==> src/hw/rtl/sacd_pkg.sv <==
// types, constants and helpers shared by the cache directory modules
package sacd_pkg;

  localparam int ADDR_W    = 27;
  localparam int WAY_OUT_W = 4;
  localparam int SEED_W    = 16;
  localparam int CFG_ADDR_W = 3;
  localparam int CFG_DATA_W = 32;

  localparam logic [SEED_W-1:0] SEED_RESET = 16'hACE1;
  localparam logic [SEED_W-1:0] LFSR_TAPS  = 16'hB400;

  typedef enum logic {
    REG_LFSR_SEED = 1'b0
  } reg_idx_t;

  typedef struct packed {
    logic              action;
    logic [ADDR_W-1:0] addr;
  } req_t;

  typedef struct packed {
    logic                 hit;
    logic [WAY_OUT_W-1:0] way;
    logic                 victim_dirty;
    logic [ADDR_W-1:0]    victim_line_addr;
  } rsp_t;

  typedef enum logic [1:0] {
    ST_CLEAR,
    ST_IDLE,
    ST_LOOKUP
  } state_t;

  typedef struct packed {
    logic clear_wr;
    logic start;
    logic commit;
  } cmd_t;

  typedef struct packed {
    logic clear_last;
    logic out_free;
  } sts_t;

  function automatic logic [SEED_W-1:0] lfsr_step(input logic [SEED_W-1:0] s);
    logic [SEED_W-1:0] sh;
    sh = {1'b0, s[SEED_W-1:1]};
    return s[0] ? (sh ^ LFSR_TAPS) : sh;
  endfunction

endpackage

==> src/hw/rtl/sacd_ctrl.sv <==
// controller: reset clearing pass, request accept and commit sequencing
module sacd_ctrl (
  input  logic          clk,
  input  logic          rst,
  input  logic          req_valid,
  output logic          req_ready,
  input  sacd_pkg::sts_t sts,
  output sacd_pkg::cmd_t cmd
);
  import sacd_pkg::*;

  state_t state;
  state_t state_next;

  always_ff @(posedge clk) begin
    if (rst) begin
      state <= ST_CLEAR;
    end else begin
      state <= state_next;
    end
  end

  always_comb begin
    state_next   = state;
    req_ready    = 1'b0;
    cmd          = '0;
    case (state)
      ST_CLEAR: begin
        cmd.clear_wr = 1'b1;
        if (sts.clear_last) begin
          state_next = ST_IDLE;
        end
      end
      ST_IDLE: begin
        req_ready = 1'b1;
        if (req_valid) begin
          cmd.start  = 1'b1;
          state_next = ST_LOOKUP;
        end
      end
      ST_LOOKUP: begin
        if (sts.out_free) begin
          cmd.commit = 1'b1;
          state_next = ST_IDLE;
        end
      end
      default: begin
        state_next = ST_CLEAR;
      end
    endcase
  end

endmodule

==> config.mk <==
export PLATFORM = sky130hd
export DESIGN_NAME = sacd_ctrl
export DESIGN_NICKNAME = d
export VERILOG_FILES = /design/src/hw/rtl/sacd_pkg.sv /design/src/hw/rtl/sacd_ctrl.sv
export SDC_FILE = /design/constraint.sdc
export NUM_CORES = 1
export LEC_CHECK = 0
export BUFFER_PORTS_ARGS = -buffer_cell sky130_fd_sc_hd__buf_2
export CAP_MARGIN = 20
export CORE_AREA = 2 2 39 41
export CTS_CLUSTER_DIAMETER = 200
export DETAILED_ROUTE_END_ITERATION = 12
export DIE_AREA = 0 0 41 43
export SLEW_MARGIN = 30
export SYNTH_ARGS = -nofsm -noshare
export SYNTH_HDL_FRONTEND = slang
export SYNTH_SLANG_ARGS = --single-unit
export TNS_END_PERCENT = 30
==> constraint.sdc <==
create_clock -name clk -period 0.8 [get_ports clk]
set_input_delay 0.2 -clock clk [delete_from_list [all_inputs] [get_ports clk]]
set_output_delay 0.2 -clock clk [all_outputs]
set_load 0.05 [all_outputs]
==> metrics.cfg, run 1 <==
[cts]
cts.sinks=2
hold_buffers=0
clk_pin_slew_worst_paths_ns=0.04
clockBufferDepth=2
cts_root_buffer=clkbuf_4
cts-htree-levels=1
cts_tree=yes
cts_buffers=3
worstSkewPairLatency_ns=0.24

[global_routing]
antenna_found_initial=0
grt-ovfl-total=0
grt_max_degree=5
grt_usage_pct=6.31
grt_pass1_wl_um=621
first_global_vias=139

[route]
postRouteAntennaNets=0
drt_iter0_drc=0
vias_per_cell=3.53
wire_per_inst_um=8.44
routed_wl_um=380
vias=159
drc=0
firstDrtPassIters=1

[setup_path]
critPathLaunchType=flop
cp-startpoint=state[1]$_SDFFE_PP0P_
reg2reg_slack_ns=-0.17
worstReg2RegStart=state[1]$_SDFFE_PP0P_
ff2ff_path_depth=3
rr_endpoint=state[0]$_SDFFE_PP0P_
cp.arrival_ns=0.98
cp-end-kind=primary output
worstSetupEndpoint=cmd[1]
crit_path_max_fanout=4
critPathRequiredTime_ns=0.60
crit_type=reg2out

[final_layout]
regMostFlops=state
nNetsFinal=35
drive_above_1_share_pct=79.3
finalNonFillerCells=45
largest_reg_flops=2
fin_util_pct=23.1
synthToLayoutAreaGrowth_pct=197
n_antenna_cell=0
n_fill_cell=154
reg.largest.list=state x2

[synth]
synthCells=13
yosysSeqAreaShare_pct=37.2
yosysTopAreaCellShare_pct=37.2
syn_avg_cell_area_um2=8.28
synth.cell_area_um2=108
synth_top_cell_by_area=dfxtp_1
synth-seq-cells=2
ys.flop_type=dfxtp_1
synth_most_common_cell=nor2_1
synth_edf_count=0
ys_warn_count=0
yosys-top-cells-area=dfxtp_1 37%, nor2_1 10%, o21ba_1 9.3%, a311oi_1 8.1%, and3b_1 8.1%
syn-num-nets=18
synth.distinct_cells=10
async_reset_ff_share_pct=0
synth_commonest_cells=3 x nor2_1, 2 x dfxtp_1

[floorplan]
core-area_mm2=0.00138
dieArea_mm2=0.00176
row_count=14
ios=9
start_util_pct=7.78
chipHeight_um=43
die_w_um=41

[outcome]
status=finished with violations
violations=negative setup slack

[sta]
post-route-period-util_pct=147
final_hold_viol_count=0
finalSetupViolations=6
rsz0062_at_grt=true
fin_ws_ns=-0.378
worstMarginPinSlew_ns=0.204
drv_slew=0
relSlewSlack_pct=86.4
skew_ns=0.00215
max_freq_ghz=0.849
min_period_ns=1.18
hold_slack_ns=0.151

[placement]
gp_congestion=0.555
io_buffers=8
hpwl_um=275
dp_cells=41

[pwr]
p_leak_nw=0.142
total_power_w=0.000602
power_density_mw_per_mm2=1890
peakVddDrop_v=0.000348

[run]
cap_violations=0

[hold_path]
hold_path.class=in2reg

## metrics by stage
step / setup slack [ns] / cell area [um2] / setup TNS (ns)
2_1_floorplan: -0.184 / 131 / -0.802
3_3_place_gp: -0.225 / 234 / -1.06
3_5_place_dp: -0.219 / 234 / -1.07
4_1_cts: -0.393 / 299 / -1.74
5_1_grt: -0.413 / 319 / -1.91
6_report: -0.378 / 319 / -1.68
## report_power, final
group          leakage (nW)  switching (W)  internal [W]
logic                 0.110       0.000109      0.000105
registers            0.0175     0.00000945      0.000108
clock network        0.0150      0.0000827      0.000187
total                 0.142       0.000201      0.000400
## how the worst min path moves through the flow
stage          start                     to  slack, ns  cells past startpoint
6_report         rst  state[0]$_SDFFE_PP0P_       0.15                      2
4_1_cts          rst  state[0]$_SDFFE_PP0P_       0.14                      2
5_1_grt          rst  state[0]$_SDFFE_PP0P_       0.16                      2
3_5_place_dp     rst  state[0]$_SDFFE_PP0P_       0.38                      2
3_3_place_gp     rst  state[0]$_SDFFE_PP0P_       0.39                      2
2_1_floorplan    rst  state[0]$_SDFFE_PP0P_       0.26                      1
## cell usage in the layout, fill, tap and decap left out
cell type  count
clkbuf_1       1
dfxtp_2        1
clkbuf_4       3
buf_8          4
inv_1          1
buf_4          3
o21a_1         1
nor2_4         3
nand2_1        1
nand2b_4       1
nor3b_1        1
o21ba_1        1
and3b_2        1
buf_12         1
buf_2          4
a311oi_2       1
dfxtp_4        1
## area by class of cell
| cell class | count | area, um2 | area share (%) |
|---|---|---|---|
| clock buffer | 4 | 26.3 | 8.24 |
| timing repair buffer | 12 | 123 | 38.4 |
| tap | 16 | 20.0 | 6.27 |
| multi-input combinational | 10 | 101 | 31.8 |
| sequential | 2 | 45.0 | 14.1 |
| inverter | 1 | 3.75 | 1.18 |
## worst max-delay path: stages, from the launching register on
cell and delay (ns):
dfxtp_4 0.34, and3b_2 0.26, buf_8 0.15
## timing repair
| action | 4_1_cts | 5_1_grt |
|---|---|---|
| pin swaps | 2 | 0 |
| resized for setup | 10 | 5 |
| buffers inserted | 0 | 0 |
| endpoints found under the setup margin | 6 | 6 |
## per-layer routing
metal / up-vias / part of all wire [%] / track usage (%)
li1: 78 / - / -
met1: 72 / 35 / 5.73
met2: 7 / 54 / 7.50
met3: 2 / 6.3 / 3.14
met4: 0 / 4.2 / 10.0
met5: - / 0 / 0
## kinds of logic (layout without fill, tap and decap cells)
logic type / after synthesis / count (layout) / synth area share (%)
AO/OA/AOI/OAI: 3 / 3 / 24.4
buffers and inverters: 1 / 17 / 3.49
flip-flops: 2 / 2 / 37.2
AND/OR/NAND/NOR: 7 / 7 / 34.9
(Power assumes the default switching activity.)
==> run 2: changes to the inputs <==
Clock period 0.8 ns to 1.45 ns, I/O delays scaled along.
==> metrics.cfg, run 2 (same netlist as run 1, synthesis figures left out) <==
[floorplan]
start_util_pct=7.78  ; unchanged
row_count=14  ; unchanged
chipHeight_um=43  ; unchanged
dieArea_mm2=0.00176  ; unchanged
ios=9  ; unchanged
die_w_um=41  ; unchanged
core-area_mm2=0.00138  ; unchanged

[pwr]
combPwrFrac_pct=26.3  ; -9.4 points
seq_power_share_pct=26.2  ; +6.7 points
p_leak_nw=0.103  ; -28%
internal_power_w=0.000175  ; -56%
switching_share_pct=31.4  ; -2.1 points
peakVddDrop_v=0.000177  ; -49%
p_sw_w=0.0000801  ; -60%
power_density_mw_per_mm2=1250  ; -34%
clkPwrFrac_pct=47.5  ; +2.6 points

[cts]
cts-htree-levels=1  ; unchanged
clockBufferDepth=2  ; unchanged
clk_pin_slew_worst_paths_ns=0.03  ; about the same
cts_buffers=3  ; unchanged
cts.sinks=2  ; unchanged
cts_root_buffer=clkbuf_4
worstSkewPairLatency_ns=0.22  ; -0.02 ns
hold_buffers=0  ; unchanged
cts_tree=yes

[route]
postRouteAntennaNets=0  ; unchanged
firstDrtPassIters=3  ; +2
wire_per_inst_um=7.48  ; -11%
drt_iter0_drc=3  ; +3
routed_wl_um=299  ; -21%
vias=133  ; -16%
vias_per_cell=3.33  ; -5.9%
drc=0  ; unchanged

[hold_path]
whs_path_depth=2  ; unchanged
hold_path.class=in2reg

[sta]
min_period_ns=1.35
drv_slew=0  ; unchanged
relSlewSlack_pct=83.6  ; -2.8 points
finalSetupViolations=0  ; -6
worstMarginPinSlew_ns=0.247  ; +0.0432 ns
hold_slack_ns=0.306  ; +0.155 ns
post-route-period-util_pct=92.8
rsz0062_at_grt=false
skew_ns=0.000908  ; -0.00125 ns
max_freq_ghz=0.743
final_hold_viol_count=0  ; unchanged
fin_ws_ns=0.104  ; +0.482 ns

[final_layout]
synthToLayoutAreaGrowth_pct=89.5
regMostFlops=state
n_antenna_cell=0  ; unchanged
layout_commonest_cell=buf_2
largest_reg_flops=2  ; unchanged
n_fill_cell=158  ; +2.6%
mostFrequentLayoutCells=5 x buf_2, 3 x nor2_1, 3 x clkbuf_4
reg.largest.list=state x2
drive_above_1_share_pct=54.2  ; -25 points
nNetsFinal=31  ; -11%
fin_util_pct=14.7  ; -8.3 points

[placement]
post-place-ws_ns=0.210  ; +0.429 ns
io_buffers=8  ; unchanged
gp_congestion=0.613  ; +10%

[setup_path]
cp-end-kind=primary output
cp.arrival_ns=0.98  ; about the same
crit_path_max_fanout=7  ; +3
critPathLaunchType=flop
critPathRequiredTime_ns=1.09  ; +0.49 ns
ff2ff_path_depth=2  ; -1
crit_type=reg2out

[global_routing]
grt-ovfl-total=0  ; unchanged
grt_usage_pct=4.90  ; -1.4 points
antenna_found_initial=0  ; unchanged
grt_max_degree=8  ; +3
grt_pass1_wl_um=517  ; -17%
first_global_vias=136  ; -2.2%

[run]
cap_violations=0  ; unchanged

[outcome]
status=completed

==> run 2: what timing repair did <==
item,4_1_cts,5_1_grt
hold endpoints to repair,0,0
buffers inserted,0,0
pin swaps,0,0
endpoints found under the setup margin,3,3
gates resized for setup,3,3
==> run 2: layout make-up <==
class	instances	area, um2	area share (%)
inverter	1	3.75	1.84
tap	16	20.0	9.82
sequential	2	42.5	20.9
clock buffer	3	22.5	11.0
multi-input combinational	10	63.8	31.3
timing repair buffer	8	51.3	25.2
==> run 2: final timing paths <==
path                               from                     to  slack [ns]
setup / recovery  state[1]$_SDFFE_PP0P_                 cmd[1]        0.10
hold / removal                      rst  state[0]$_SDFFE_PP0P_        0.31
setup reg to reg  state[1]$_SDFFE_PP0P_  state[1]$_SDFFE_PP0P_        0.60
hold reg to reg   state[0]$_SDFFE_PP0P_  state[0]$_SDFFE_PP0P_        0.52
==> run 2: worst max-delay path, stage by stage, from the launching register on <==
cell	delay [ns]
dfxtp_2	0.33
and3b_1	0.23
buf_4	0.20
==> run 2: routing by layer <==
metal | routed length (um) | global-route usage (%) | up-vias
met4 | 0 | 6.00 | 0
li1 | - | - | 69
met2 | 125 | 5.31 | 7
met3 | 44 | 4.19 | 0
met1 | 129 | 4.78 | 57
met5 | 0 | 0 | -
==> run 2: stage by stage <==
stage	cells	TNS, ns	total power (W)	instance area [um2]
3_5_place_dp	37	0	0.000129	168
4_1_cts	40	0	0.000262	198
5_1_grt	40	0	0.000280	204
3_3_place_gp	37	0	0.000129	168
6_report	40	0	0.000255	204
2_1_floorplan	13	-0.0200	0.000111	108
==> run 2: power by group through the flow <==
stage | sequential (W) | combinational (W) | clock, W
6_report | 0.0000668 | 0.0000671 | 0.000121
5_1_grt | 0.0000677 | 0.0000719 | 0.000141
4_1_cts | 0.0000659 | 0.0000657 | 0.000131
3_5_place_dp | 0.0000666 | 0.0000621 | 0
3_3_place_gp | 0.0000666 | 0.0000619 | 0
2_1_floorplan | 0.0000650 | 0.0000460 | 0
